## src/rtl/core/hpnl_pkg.sv

```systemverilog
// shared types, constants and offset sets for the hex pad neighbor list unit
`default_nettype none

package hpnl_pkg;

  localparam int unsigned PadW          = 11;
  localparam int unsigned OffW          = 8;
  localparam int unsigned MaxNbr        = 8;
  localparam int unsigned PAD_COUNT_DEF = 1400;

  // offset set selector
  typedef enum logic [3:0] {
    SET_BAND_A,
    SET_BAND_B,
    SET_BAND_C,
    SET_BAND_D,
    SET_BAND_E,
    SET_BAND_F,
    SET_BAND_G,
    SET_BAND_H,
    SET_EDGE,
    SET_STAG_L,
    SET_STAG_R,
    SET_NONE
  } set_sel_e;

  typedef struct packed {
    logic [3:0]                 count;
    logic [0:MaxNbr-1][OffW-1:0] off;
  } offset_set_t;

  // candidate neighbors of one pad, passed to the emitter
  typedef struct packed {
    logic [MaxNbr-1:0][PadW-1:0] pad;
    logic [MaxNbr-1:0]           keep;
  } nbr_set_t;

  localparam offset_set_t OFFSET_SETS [12] = '{
    // 640, 679, 680
    '{4'd5, '{-8'sd40, -8'sd20, 8'sd20, 8'sd40, 8'sd60, 8'sd0, 8'sd0, 8'sd0}},
    // 641..659
    '{4'd7, '{-8'sd40, -8'sd21, -8'sd20, 8'sd19, 8'sd20, 8'sd40, 8'sd60, 8'sd0}},
    // 660..678
    '{4'd8, '{-8'sd40, -8'sd20, -8'sd19, 8'sd20, 8'sd21, 8'sd40, 8'sd41, 8'sd60}},
    // 681..699
    '{4'd7, '{-8'sd40, -8'sd21, -8'sd20, 8'sd20, 8'sd39, 8'sd40, 8'sd60, 8'sd0}},
    // 700, 739, 740
    '{4'd5, '{-8'sd60, -8'sd40, -8'sd20, 8'sd20, 8'sd40, 8'sd0, 8'sd0, 8'sd0}},
    // 701..719
    '{4'd7, '{-8'sd60, -8'sd41, -8'sd40, -8'sd20, 8'sd19, 8'sd20, 8'sd40, 8'sd0}},
    // 720..738
    '{4'd8, '{-8'sd60, -8'sd40, -8'sd39, -8'sd20, -8'sd19, 8'sd20, 8'sd21, 8'sd40}},
    // 741..759
    '{4'd7, '{-8'sd60, -8'sd40, -8'sd21, -8'sd20, 8'sd19, 8'sd20, 8'sd40, 8'sd0}},
    // edge pads
    '{4'd4, '{-8'sd40, -8'sd20, 8'sd20, 8'sd40, 8'sd0, 8'sd0, 8'sd0, 8'sd0}},
    // stagger, left lean
    '{4'd6, '{-8'sd40, -8'sd21, -8'sd20, 8'sd19, 8'sd20, 8'sd40, 8'sd0, 8'sd0}},
    // stagger, right lean
    '{4'd6, '{-8'sd40, -8'sd20, -8'sd19, 8'sd20, 8'sd21, 8'sd40, 8'sd0, 8'sd0}},
    // no neighbors
    '{4'd0, '{8'sd0, 8'sd0, 8'sd0, 8'sd0, 8'sd0, 8'sd0, 8'sd0, 8'sd0}}
  };

endpackage

`default_nettype wire

```

## src/rtl/core/hpnl_offsets.sv

```systemverilog
// offset set selection and candidate neighbor sums for one pad
`default_nettype none

module hpnl_offsets #(
  parameter int unsigned PAD_COUNT = hpnl_pkg::PAD_COUNT_DEF
) (
  input  wire logic [hpnl_pkg::PadW-1:0] pad_i,
  output hpnl_pkg::nbr_set_t             nbr_o
);
  import hpnl_pkg::*;

  localparam int unsigned SumW = PadW + 2;

  logic [PadW+12-1:0] row_prod;
  logic [PadW-1:0]    row;
  logic [PadW-1:0]    row40;
  logic [5:0]         mod40;
  logic               odd_row;
  set_sel_e           sel;
  offset_set_t        oset;
  logic [SumW-1:0]    sum [MaxNbr];

  // row = pad / 20 by reciprocal multiply, exact for 11-bit pads
  assign row_prod = {12'd0, pad_i} * (PadW+12)'(3277);
  assign row      = {4'd0, row_prod[PadW+12-1:16]};
  assign odd_row  = row[0];
  assign row40    = PadW'({1'b0, row[PadW-1:1]} * PadW'(40));
  assign mod40    = 6'(pad_i - row40);

  // pick the offset set, border band first
  always_comb begin
    priority if (pad_i == 11'd640) begin
      sel = SET_BAND_A;
    end else if (pad_i >= 11'd641 && pad_i <= 11'd659) begin
      sel = SET_BAND_B;
    end else if (pad_i >= 11'd660 && pad_i <= 11'd678) begin
      sel = SET_BAND_C;
    end else if (pad_i == 11'd679 || pad_i == 11'd680) begin
      sel = SET_BAND_A;
    end else if (pad_i >= 11'd681 && pad_i <= 11'd699) begin
      sel = SET_BAND_D;
    end else if (pad_i == 11'd700) begin
      sel = SET_BAND_E;
    end else if (pad_i >= 11'd701 && pad_i <= 11'd719) begin
      sel = SET_BAND_F;
    end else if (pad_i >= 11'd720 && pad_i <= 11'd738) begin
      sel = SET_BAND_G;
    end else if (pad_i == 11'd739 || pad_i == 11'd740) begin
      sel = SET_BAND_E;
    end else if (pad_i >= 11'd741 && pad_i <= 11'd759) begin
      sel = SET_BAND_H;
    end else if (pad_i <= 11'd699) begin
      if (mod40 == 6'd0 || mod40 == 6'd39) begin
        sel = SET_EDGE;
      end else begin
        sel = odd_row ? SET_STAG_R : SET_STAG_L;
      end
    end else if (pad_i <= 11'd1399) begin
      if (mod40 == 6'd20 || mod40 == 6'd19) begin
        sel = SET_EDGE;
      end else begin
        sel = odd_row ? SET_STAG_L : SET_STAG_R;
      end
    end else begin
      sel = SET_NONE;
    end
  end

  assign oset = OFFSET_SETS[sel];

  // add each offset and keep sums inside the pad range
  always_comb begin
    for (int i = 0; i < MaxNbr; i++) begin
      sum[i] = {2'b00, pad_i} + {{(SumW-OffW){oset.off[i][OffW-1]}}, oset.off[i]};
      nbr_o.pad[i]  = sum[i][PadW-1:0];
      nbr_o.keep[i] = (4'(i) < oset.count) && !sum[i][SumW-1]
                      && (sum[i][SumW-2:0] < (SumW-1)'(PAD_COUNT));
    end
  end

endmodule

`default_nettype wire

```

## src/rtl/core/hpnl_emit.sv

```systemverilog
// result stage: sends the kept neighbors of one pad, one per cycle, or one empty result if none is kept
`default_nettype none

module hpnl_emit (
  input  wire logic                      clk_i,
  input  wire logic                      rst_ni,
  input  wire logic                      load_i,
  input  hpnl_pkg::nbr_set_t             nbr_i,
  output logic                           free_o,
  output logic                           valid_o,
  output logic [hpnl_pkg::PadW-1:0]      neighbor_pad_o,
  output logic                           found_o,
  output logic                           last_o
);
  import hpnl_pkg::*;

  logic                        valid_q, valid_d;
  logic [MaxNbr-1:0]           keep_q, keep_d;
  logic [MaxNbr-1:0][PadW-1:0] pad_q;
  logic [MaxNbr-1:0]           rest;
  logic [PadW-1:0]             pick;

  // lowest kept candidate goes out first
  always_comb begin
    pick = '0;
    for (int i = MaxNbr-1; i >= 0; i--) begin
      if (keep_q[i]) begin
        pick = pad_q[i];
      end
    end
  end

  assign rest           = keep_q & (keep_q - MaxNbr'(1));
  assign valid_o        = valid_q;
  assign found_o        = |keep_q;
  assign neighbor_pad_o = found_o ? pick : '0;
  assign last_o         = (rest == '0);
  assign free_o         = !valid_q || last_o;

  // next state of the result stage
  always_comb begin
    valid_d = valid_q;
    keep_d  = keep_q;
    if (load_i) begin
      valid_d = 1'b1;
      keep_d  = nbr_i.keep;
    end else if (valid_q) begin
      valid_d = !last_o;
      keep_d  = rest;
    end
  end

  always_ff @(posedge clk_i or negedge rst_ni) begin
    if (!rst_ni) begin
      valid_q <= 1'b0;
      keep_q  <= '0;
    end else begin
      valid_q <= valid_d;
      keep_q  <= keep_d;
    end
  end

  // candidate sums, no reset needed
  always_ff @(posedge clk_i) begin
    if (load_i) begin
      pad_q <= nbr_i.pad;
    end
  end

endmodule

`default_nettype wire

```

## src/rtl/core/hex_pad_neighbor_list_unit.sv

```systemverilog
// top level of the hex pad neighbor list unit
//
//  channel  | handshake             | payload
//  ---------+-----------------------+--------------------------------------
//  request  | start_i / busy_o      | pad_index_i
//  result   | valid_o (strobe)      | neighbor_pad_o, found_o, last_o
//
// a pad is registered on accept, its candidate sums are formed in the next
// cycle and the result stage then sends one neighbor per cycle (1 to 8
// results). the result stage sets the rate: a pad moves into it while the
// last result of the previous pad is out; a new pad is accepted while the
// input register is empty or moving on. reset is asynchronous and clears
// the pending, valid and keep flags only. the receiver cannot stall.
`default_nettype none

module hex_pad_neighbor_list_unit #(
  parameter int unsigned PAD_COUNT = hpnl_pkg::PAD_COUNT_DEF
) (
  input  wire logic                      clk_i,
  input  wire logic                      rst_ni,
  input  wire logic                      start_i,
  output logic                           busy_o,
  input  wire logic [hpnl_pkg::PadW-1:0] pad_index_i,
  output logic                           valid_o,
  output logic [hpnl_pkg::PadW-1:0]      neighbor_pad_o,
  output logic                           found_o,
  output logic                           last_o
);
  import hpnl_pkg::*;

  logic            pend_q, pend_d;
  logic [PadW-1:0] pad_q;
  logic            accept;
  logic            advance;
  logic            emit_free;
  nbr_set_t        nbr;

  // input register moves on when the result stage frees up
  assign advance = pend_q && emit_free;
  assign busy_o  = pend_q && !emit_free;
  assign accept  = start_i && !busy_o;

  always_comb begin
    pend_d = pend_q;
    if (accept) begin
      pend_d = 1'b1;
    end else if (advance) begin
      pend_d = 1'b0;
    end
  end

  always_ff @(posedge clk_i or negedge rst_ni) begin
    if (!rst_ni) begin
      pend_q <= 1'b0;
    end else begin
      pend_q <= pend_d;
    end
  end

  // accepted pad index
  always_ff @(posedge clk_i) begin
    if (accept) begin
      pad_q <= pad_index_i;
    end
  end

  // candidate neighbors of the registered pad
  hpnl_offsets #(
    .PAD_COUNT (PAD_COUNT)
  ) u_offsets (
    .pad_i (pad_q),
    .nbr_o (nbr)
  );

  // one neighbor per cycle out
  hpnl_emit u_emit (
    .clk_i          (clk_i),
    .rst_ni         (rst_ni),
    .load_i         (advance),
    .nbr_i          (nbr),
    .free_o         (emit_free),
    .valid_o        (valid_o),
    .neighbor_pad_o (neighbor_pad_o),
    .found_o        (found_o),
    .last_o         (last_o)
  );

endmodule

`default_nettype wire

```

## config.mk

```make
export PLATFORM = sky130hd
export DESIGN_NAME = hex_pad_neighbor_list_unit
export DESIGN_NICKNAME = d
export VERILOG_FILES = /design/src/rtl/core/hpnl_pkg.sv /design/src/rtl/core/hpnl_offsets.sv /design/src/rtl/core/hpnl_emit.sv /design/src/rtl/core/hex_pad_neighbor_list_unit.sv
export SDC_FILE = /design/constraint.sdc
export NUM_CORES = 1
export LEC_CHECK = 0
export BUFFER_PORTS_ARGS = -buffer_cell sky130_fd_sc_hd__buf_2
export CAP_MARGIN = 40
export CORE_MARGIN = 3
export CORE_UTILIZATION = 25
export DETAILED_ROUTE_END_ITERATION = 6
export SYNTH_ARGS = -nofsm -noshare
export SYNTH_HDL_FRONTEND = slang
export SYNTH_SLANG_ARGS = --single-unit
```

## constraint.sdc

```tcl
create_clock -name clk_i -period 11.2 [get_ports clk_i]
set_input_delay 1.12 -clock clk_i [delete_from_list [all_inputs] [get_ports clk_i]]
set_output_delay 1.12 -clock clk_i [all_outputs]
set_load 0.05 [all_outputs]
```

==> reports/qor.yml, run 1 <==
layout_min_cycle_time_ns: 10.45
timing.reg2reg.setup_slack_ns: 0.75
r2r_start: "pad_q[9]$_DFFE_PP_"
ffs_w_async_s_r_synth_pct: 9.52
finalNetCount: 1323
rows: 74
achievable-frequency_mhz: 95.7
cts_sinks: 105
r2r_end: "u_emit.keep_q[5]$_DFFE_PN0P_"
grt_setup_unrepaired: "false"
max_cap_violations: 0
hold_viol_final: 0
synth_to_layout_area_growth_pct: 10.8
layoutNonFillerInstCount: 1660
timing.final.crit_share_pct: 93.3
slew_violations: 0
grt_pass1_vias: 8265
dpl.cell_count: 1643
cts_hold_buffers: 0
dp_hpwl_um: 23700
failed_checks: "DRC"
most-common-layout-cells: "sky130_fd_sc_hd__ha_1 (149), sky130_fd_sc_hd__inv_1 (122), sky130_fd_sc_hd__edfxtp_1 (95)"
min_path_cells: 1
detail_route.wl_per_cell_um: 18.1
tightestPinTransition_ns: 0.859
crit_arrival_ns: 10.74
clk_latency_ns: 0.37
cp_data_required_time_ns: 11.49
hold_end: "u_emit.valid_o$_DFF_PN0_"
port_buffers: 28
synth_area_um2: 10400
ctsRootBufferMaster: "sky130_fd_sc_hd__clkbuf_16"
avgSynthCellArea_um2: 9.54
type_of_the_tightest_min_delay_check: "flop to flop"
worst-path-buf-inv: 6
max-slew-margin-rel_pct: 42.7
mostFrequentLayoutCell: "sky130_fd_sc_hd__ha_1"
tot_gr_track_use_pct: 13.6
via_per_inst: 5.04
path_max_fanout: 7
ctsLongestPathBuffers: 2
vias: 8369
clk_pin_slew_ns: 0.07
synthesis.nets: 1294
fin_setup_tns_ns: 0
reg2regPathDepth: 41
hold-worst-slack_ns: 0.572
setup_viol: 0
slowest_stage: "sky130_fd_sc_hd__fa_1"
seq_area_frac_synth_pct: 29.8
timing.critical_path.to_type: "flop"
cp_slowest_stage_delay_ns: 0.61
initialDrtViolationCount: 653
die_area_um2: 44200
floorplan.io_pins: 29
synth_warnings: 0
cp.depth: 41
dp_worst_setup_slack_ns: 0.484
post_route_cells_drive_above_1_share_pct: 8.52
path_delay_family: "adder cells"
fin_skew_ns: 0.0124
setup_ws_ns: 0.749
coreArea_um2: 41000
grt_start_max_net_pins: 57
timing.hold.worst.start: "pend_q$_DFFE_PN0P_"
status: "finished with violations"
synth.top_cell.area_share_pct: 27.4
place_congestion: 0.877
dieHeight_um: 210
post_cts_setup_buffers: 0
number_of_distinct_library_cell_variants_in_the_gate_level_netlist_after_synthesis: 81
routed_wirelength_um: 30100
synth-edff-count: 95
synthFlopType: "sky130_fd_sc_hd__edfxtp_1"
synth_area_leaders: "sky130_fd_sc_hd__edfxtp_1 (27%), sky130_fd_sc_hd__ha_1 (18%), sky130_fd_sc_hd__fa_1 (7.1%)"
worst_setup_path_start_kind: "flop"
post-route-drc-count: 1
critical_path_class: "flop to flop"
ys_ff_latch: 105
grt_antenna_before_repair: 0
tritoncts_clock_tree: "done"
grt_first_pass_wirelength_um: 46800
synth_area_leader_cell: "sky130_fd_sc_hd__edfxtp_1"
drtAntennaViolNets: 0
cts-resized-gates: 0
numCtsBuffers: 9
die_width_um: 210
detail_route.first_pass.iterations: 7
cts-htree-levels: 3
synthesis.instances: 1093
effective_utilization_at_floorplan_pct: 25.4
global_route.overflow_total: 0
==> cell usage after synthesis, drive strengths merged, types with 12 or more instances <==
cell type  count
nand2b        13
inv          125
a21oi         87
clkbuf        19
fa            37
a211oi        14
o21bai        13
edfxtp        95
nand3         23
a21o          23
xnor2         58
nor3          16
nor2b         13
nand2         70
a31oi         12
xor2          17
o21ai         58
o22ai         16
nor2          69
ha           150
==> per-stage QoR <==
step | cell area, µm² | util, %
after global routing | 11600 | 28.2
after CTS | 11500 | 28.1
after global placement | 11200 | 27.4
after floorplan | 10400 | -
after detailed placement | 11200 | 27.4
final | 11600 | 28.2
==> registers in the layout, indices dropped and copies added, names as in the netlist <==
name and count:
u_emit.pad_q 84, u_emit.valid_o 1, u_emit.keep_q 8, pad_q 11
pend_q 1
==> logic make-up (layout without fill, tap and decap cells) <==
kind of cell    count (synthesis)  in the layout  share of synthesized area, %
compound gates                300            300                          19.5
xor+xnor                       75             75                          6.37
fa+ha+maj                     189            189                          25.3
buf+inv                       154            188                          5.73
flops                         105            105                          29.8
mux                             9              9                         0.876
other cells                     0              1                             0
simple gates                  261            261                          12.5
==> routing by layer <==
metal,global-route usage [%],up-vias,share of wire [%]
met5,0,-,0
met4,3.14,0,1.6
met3,2.22,29,5.5
met2,22.0,271,46
met1,19.1,4061,47
li1,-,4008,-
==> how the worst max path moves through the flow <==
stage	from	endpoint	slack, ns
final	pad_q[9]$_DFFE_PP_	u_emit.keep_q[5]$_DFFE_PN0P_	0.75
after global routing	pad_q[9]$_DFFE_PP_	u_emit.keep_q[4]$_DFFE_PN0P_	0.08
after CTS	pad_q[9]$_DFFE_PP_	u_emit.keep_q[5]$_DFFE_PN0P_	0.40
after detailed placement	pad_q[9]$_DFFE_PP_	u_emit.keep_q[5]$_DFFE_PN0P_	0.48
after global placement	pad_q[9]$_DFFE_PP_	u_emit.keep_q[5]$_DFFE_PN0P_	0.59
after floorplan	pad_q[5]$_DFFE_PP_	u_emit.keep_q[4]$_DFFE_PN0P_	1.09
==> worst reg2reg max path: cells and delay by family, from the launching register on <==
kind | cells | cell delay (ns)
adder cells (fa/ha/maj) | 9 | 3.82
buffers and inverters | 6 | 0.47
flip-flops | 1 | 0.49
AND/OR/NAND/NOR | 8 | 1.80
multiplexers | 2 | 0.53
XOR/XNOR | 2 | 0.35
AO/OA/AOI/OAI | 14 | 2.94
==> area by class of cell <==
type	count	area, µm²
antenna	1	2.50
inverter	126	474
fill	4312	29500
clock inverter	6	53.8
timing repair buffer	46	275
tap	532	666
multi-input combinational	834	6760
clock buffer	10	229
sequential	105	3100
Power of run 1 is left out: the tool's default activity adds up to more than one toggle a clock period on the data nets, which glitch-free logic cannot reach.
==> run 2: changes to the inputs <==
Settings changed: CORE_UTILIZATION 25 to 55, PLACE_DENSITY from default to 0.72.
Clock period 11.2 ns to 11.5 ns, I/O delays scaled along.
==> reports/qor.yml, run 2 (synthesized netlist as in run 1, its figures left out) <==
cp_data_required_time_ns: 11.74  # +0.25 ns
register_with_the_highest_flop_count: "u_emit.pad_q"
crit_path_frequent_cell: "sky130_fd_sc_hd__fa_1"
dp_hpwl_um: 21700  # -8.2%
initialDrtViolationCount: 914  # +40%
post_route_cells_drive_above_1_share_pct: 8.14  # -0.38 points
dieHeight_um: 144  # -32%
tightestPinTransition_ns: 0.859  # +0.0000899 ns
sequential_cell_area_um2: 3100  # unchanged
effective_utilization_at_floorplan_pct: 57.1  # +32 points
mostFrequentLayoutCell: "sky130_fd_sc_hd__ha_1"
max_cap_violations: 0  # unchanged
largestRegisters: "u_emit.pad_q x84, pad_q x11, u_emit.keep_q x8"
rows: 49  # -34%
status: "finished clean"
grt_start_max_net_pins: 52  # -8.8%
die_area_um2: 20700  # -53%
clk_pin_slew_ns: 0.07  # about the same
critical_path_class: "flop to flop"
clk_latency_ns: 0.36  # about the same
slowest_stage: "sky130_fd_sc_hd__fa_1"
largest_register_ff_count: 84  # unchanged
detail_route.wl_per_cell_um: 20.8  # +15%
numCtsBuffers: 9  # unchanged
synth_to_layout_area_growth_pct: 7.23
tritoncts_clock_tree: "done"
vias: 8507  # +1.6%
slew_violations: 0  # unchanged
diodes: 0  # -1
cts_sinks: 105  # unchanged
cts_hold_buffers: 0  # unchanged
fin_skew_ns: 0.00758  # -0.00485 ns
hold_viol_final: 0  # unchanged
fillerInstances: 1553  # -64%
ctsRootBufferMaster: "sky130_fd_sc_hd__clkbuf_16"
grt_antenna_before_repair: 0  # unchanged
port_buffers: 28  # unchanged
most-common-layout-cells: "sky130_fd_sc_hd__ha_1 (150), sky130_fd_sc_hd__inv_1 (122), sky130_fd_sc_hd__edfxtp_1 (95)"
global_route.overflow_total: 0  # unchanged
path_max_fanout: 11  # +4
worst_setup_path_start_kind: "flop"
grt_pass1_vias: 8233  # -0.39%
tot_gr_track_use_pct: 28.1  # +15 points
cts-htree-levels: 3  # unchanged
cp_slowest_stage_delay_ns: 0.63  # +0.02 ns
coreArea_um2: 18300  # -55%
type_of_the_tightest_min_delay_check: "flop to flop"
timing.reg2reg.setup_slack_ns: 0.77  # +0.02 ns
grt_first_pass_wirelength_um: 44200  # -5.6%
floorplan.io_pins: 29  # unchanged
fin_setup_tns_ns: 0  # unchanged
dp_worst_setup_slack_ns: 0.881  # +0.397 ns
finalNetCount: 1326  # +0.23%
final_util_pct: 61.2  # +33 points
setup_viol: 0  # unchanged
place_congestion: 0.941  # +7.3%
detail_route.first_pass.iterations: 6  # -1
multi_input_area_um2: 6730  # -0.35%
routed_wirelength_um: 28300  # -5.9%
max-slew-margin-rel_pct: 42.7  # about the same
layout_min_cycle_time_ns: 10.73  # +0.281 ns
achievable-frequency_mhz: 93.2  # -2.6%
post-route-drc-count: 0  # -1
crit_arrival_ns: 10.97  # +0.23 ns
ctsLongestPathBuffers: 2  # unchanged
drtAntennaViolNets: 0  # unchanged
die_width_um: 144  # -32%
timing.critical_path.to_type: "flop"
grt_setup_unrepaired: "false"
via_per_inst: 6.26  # +24%
timing.final.crit_share_pct: 93.3  # about the same
setup_ws_ns: 0.768  # +0.0189 ns
[run 2: cell types whose count changed in the layout (fill, tap and decap cells not counted), moves of 2 or more]
cell,delta
sky130_fd_sc_hd__a211oi_1,+2
sky130_fd_sc_hd__a21oi_1,+2
sky130_fd_sc_hd__a211oi_2,-2
sky130_fd_sc_hd__a21oi_2,-2
[run 2: worst paths after layout]
kind,depth (start not counted),endpoint,startpoint
max,42,u_emit.keep_q[1]$_DFFE_PN0P_,pad_q[9]$_DFFE_PP_
min,1,u_emit.valid_o$_DFF_PN0_,pend_q$_DFFE_PN0P_
max reg2reg,42,u_emit.keep_q[1]$_DFFE_PN0P_,pad_q[9]$_DFFE_PP_
min reg2reg,1,u_emit.valid_o$_DFF_PN0_,pend_q$_DFFE_PN0P_
max in group asynchronous,1,u_emit.keep_q[6]$_DFFE_PN0P_,rst_ni
min in group asynchronous,1,pend_q$_DFFE_PN0P_,rst_ni
[run 2: area by class of cell]
cell class,count,area share [%]
inverter,126,4.27
clock buffer,11,2.08
timing repair buffer,49,2.81
clock inverter,5,0.347
multi-input combinational,834,60.2
sequential,105,27.7
tap,229,2.56
[run 2: metrics by stage]
step / area (µm²) / instances / hold WS (ns)
6_report: 11200 / 1359 / 0.563
5_1_grt: 11200 / 1359 / 0.587
4_1_cts: 11200 / 1356 / 0.557
3_5_place_dp: 10900 / 1340 / 0.541
3_3_place_gp: 10800 / 1337 / 0.537
2_1_floorplan: 10400 / 1093 / 0.502
[run 2: repair_timing]
| item | CTS | global route |
|---|---|---|
| endpoints found under the hold margin | 0 | 0 |
| gates resized for setup | 0 | 2 |
| buffers inserted | 0 | 3 |
| endpoints found under the setup margin | 0 | 3 |
[run 2: critical path: cells and delay by family, from the launching register on]
family / cells / cell delay [ns]
adder cells (fa/ha/maj): 10 / 4.10
flip-flops: 1 / 0.33
AO/OA/AOI/OAI: 17 / 3.29
buffers and inverters: 6 / 0.67
XOR/XNOR: 1 / 0.20
multiplexers: 2 / 0.46
AND/OR/NAND/NOR: 6 / 1.57
[run 2: layer usage]
layer	wire length (µm)	track usage [%]	vias to the layer above
met4	1290	12.3	0
met3	1930	3.46	89
met5	0	0	-
li1	-	-	4028
met2	13100	46.2	408
met1	12000	37.4	3982
Power of run 2 is left out for the same reason.
==> run 3: changes to the inputs <==
Settings changed: BUFFER_PORTS_ARGS -buffer_cell sky130_fd_sc_hd__buf_2 to default, DONT_BUFFER_PORTS from default to 1, PLACE_DENSITY 0.72 to 0.7.
==> reports/qor.yml, run 3 (synthesized netlist as in run 1, its figures left out) <==
achievable-frequency_mhz: 92.7  # -0.54%
setup_viol: 0  # unchanged
most-common-layout-cells: "sky130_fd_sc_hd__ha_1 (150), sky130_fd_sc_hd__inv_1 (123), sky130_fd_sc_hd__edfxtp_1 (95)"
cts_sinks: 105  # unchanged
rows: 49  # unchanged
tot_gr_track_use_pct: 28.5  # +0.46 points
die_area_um2: 20700  # unchanged
port_buffers: 0  # -100%
type_of_the_tightest_min_delay_check: "primary input to asynchronous set/reset pin"
worst_setup_path_start_kind: "flop"
die_width_um: 144  # unchanged
ctsRootBufferMaster: "sky130_fd_sc_hd__clkbuf_16"
slowest_stage: "sky130_fd_sc_hd__fa_1"
wl_met2_um: 13600  # +3.8%
slew_violations: 0  # unchanged
clk_pin_slew_ns: 0.09  # +0.02 ns
floorplan.io_pins: 29  # unchanged
coreArea_um2: 18300  # unchanged
path_max_fanout: 11  # unchanged
status: "finished clean"
largest_register_ff_count: 84  # unchanged
placement.cell_area_um2: 10800  # -0.78%
cts_hold_buffers: 0  # unchanged
fin_setup_tns_ns: 0  # unchanged
met3RoutedLength_um: 1820  # -5.5%
effective_utilization_at_floorplan_pct: 57.1  # unchanged
mostFrequentLayoutCell: "sky130_fd_sc_hd__ha_1"
detail_route.first_pass.iterations: 6  # unchanged
max-slew-margin-rel_pct: 39.5  # -3.2 points
max_cap_violations: 0  # unchanged
register_with_the_highest_flop_count: "u_emit.pad_q"
fin_skew_ns: 0.0121  # +0.00450 ns
post_route_cells_drive_above_1_share_pct: 6.40  # -1.7 points
met1_length_um: 12200  # +1.5%
global_route.overflow_total: 0  # unchanged
timing.critical_path.to_type: "flop"
finalNetCount: 1305  # -1.6%
synth_to_layout_area_growth_pct: 6.43
highest_layer: "met4"
finish.instance_area_um2: 11100  # -0.75%
cp_data_required_time_ns: 11.79  # +0.05 ns
cts-htree-levels: 3  # unchanged
clk_latency_ns: 0.37  # about the same
place_congestion: 0.899  # -4.5%
timing.final.crit_share_pct: 93.8  # +0.50 points
tightestPinTransition_ns: 0.907  # +0.0479 ns
cts-resized-gates: 0  # unchanged
dieHeight_um: 144  # unchanged
cp_slowest_stage_delay_ns: 0.60  # -0.03 ns
fillerInstances: 1551  # -0.13%
post-route-drc-count: 0  # unchanged
grt_pass1_vias: 8263  # +0.36%
post_cts_setup_buffers: 0  # unchanged
numCtsBuffers: 9  # unchanged
tritoncts_clock_tree: "done"
critical_path_class: "flop to flop"
crit_arrival_ns: 11.08  # +0.11 ns
layout_min_cycle_time_ns: 10.79  # +0.0581 ns
grt_start_max_net_pins: 71  # +37%
detail_route.wl_per_cell_um: 21.4  # +2.7%
routed_wirelength_um: 28700  # +1.2%
hold_viol_final: 0  # unchanged
vias: 8400  # -1.3%
via_per_inst: 6.27  # +0.22%
ctsLongestPathBuffers: 2  # unchanged
grt_antenna_before_repair: 0  # unchanged
grt_first_pass_wirelength_um: 45000  # +1.7%
dp_hpwl_um: 21900  # +0.78%
grt_setup_unrepaired: "false"
initialDrtViolationCount: 921  # +0.77%
drtAntennaViolNets: 0  # unchanged
largestRegisters: "u_emit.pad_q x84, pad_q x11, u_emit.keep_q x8"
run 3: cell types whose count changed in the layout (fill, tap and decap cells not counted), sizes merged:
cell / change
buf: -21
clkbuf: -2
clkinv: -2
clkinvlp: -2
diode: +1
inv: +6
run 3: worst max-delay path: cells and delay by family (launching register included):
family,cells,cell delay [ns]
AO/OA/AOI/OAI,13,2.57
multiplexers,1,0.20
AND/OR/NAND/NOR,9,2.12
XOR/XNOR,1,0.19
flip-flops,1,0.33
adder cells (fa/ha/maj),10,4.32
buffers and inverters,8,0.97
run 3: path summary, 6_finish.rpt:
path / slack, ns / end / from / depth (start not counted)
worst max-delay path: 0.71 / u_emit.keep_q[4]$_DFFE_PN0P_ / pad_q[9]$_DFFE_PP_ / 42
worst min-delay path: 0.47 / u_emit.keep_q[1]$_DFFE_PN0P_ / rst_ni / 0
worst max register to register: 0.71 / u_emit.keep_q[4]$_DFFE_PN0P_ / pad_q[9]$_DFFE_PP_ / 42
worst min register to register: 0.57 / u_emit.valid_o$_DFF_PN0_ / pend_q$_DFFE_PN0P_ / 1
max in group asynchronous: 10.96 / u_emit.keep_q[3]$_DFFE_PN0P_ / rst_ni / 0
min in group clk_i: 0.57 / u_emit.valid_o$_DFF_PN0_ / pend_q$_DFFE_PN0P_ / 1
run 3: metrics by stage:
stage / setup slack [ns] / util, % / std cells / hold slack, ns
detailed placement: 0.959 / 59.1 / 1322 / 0.552
global placement: 1.20 / 58.6 / 1309 / 0.536
finish: 0.710 / 60.8 / 1339 / 0.465
floorplan: 1.39 / - / 1093 / 0.502
global route: 0.0145 / 60.7 / 1338 / 0.452
CTS: 0.914 / 60.7 / 1338 / 0.460
run 3: metal layers:
metal / vias up / GRT usage [%]
li1: 3983 / -
met2: 330 / 47.3
met3: 64 / 3.73
met4: 0 / 11.5
met5: - / 0
met1: 4023 / 38.1
run 3: cell type report:
class | count | area, µm² | area share (%)
clock buffers | 9 | 225 | 2.03
repair buffers | 28 | 206 | 1.86
inverters | 126 | 474 | 4.27
well taps | 229 | 287 | 2.58
clock inverters | 7 | 73.8 | 0.665
diodes | 1 | 2.50 | 0.0225
multi-input cells | 834 | 6730 | 60.6
flip-flops and latches | 105 | 3100 | 28.0
Power of run 3 is left out for the same reason.
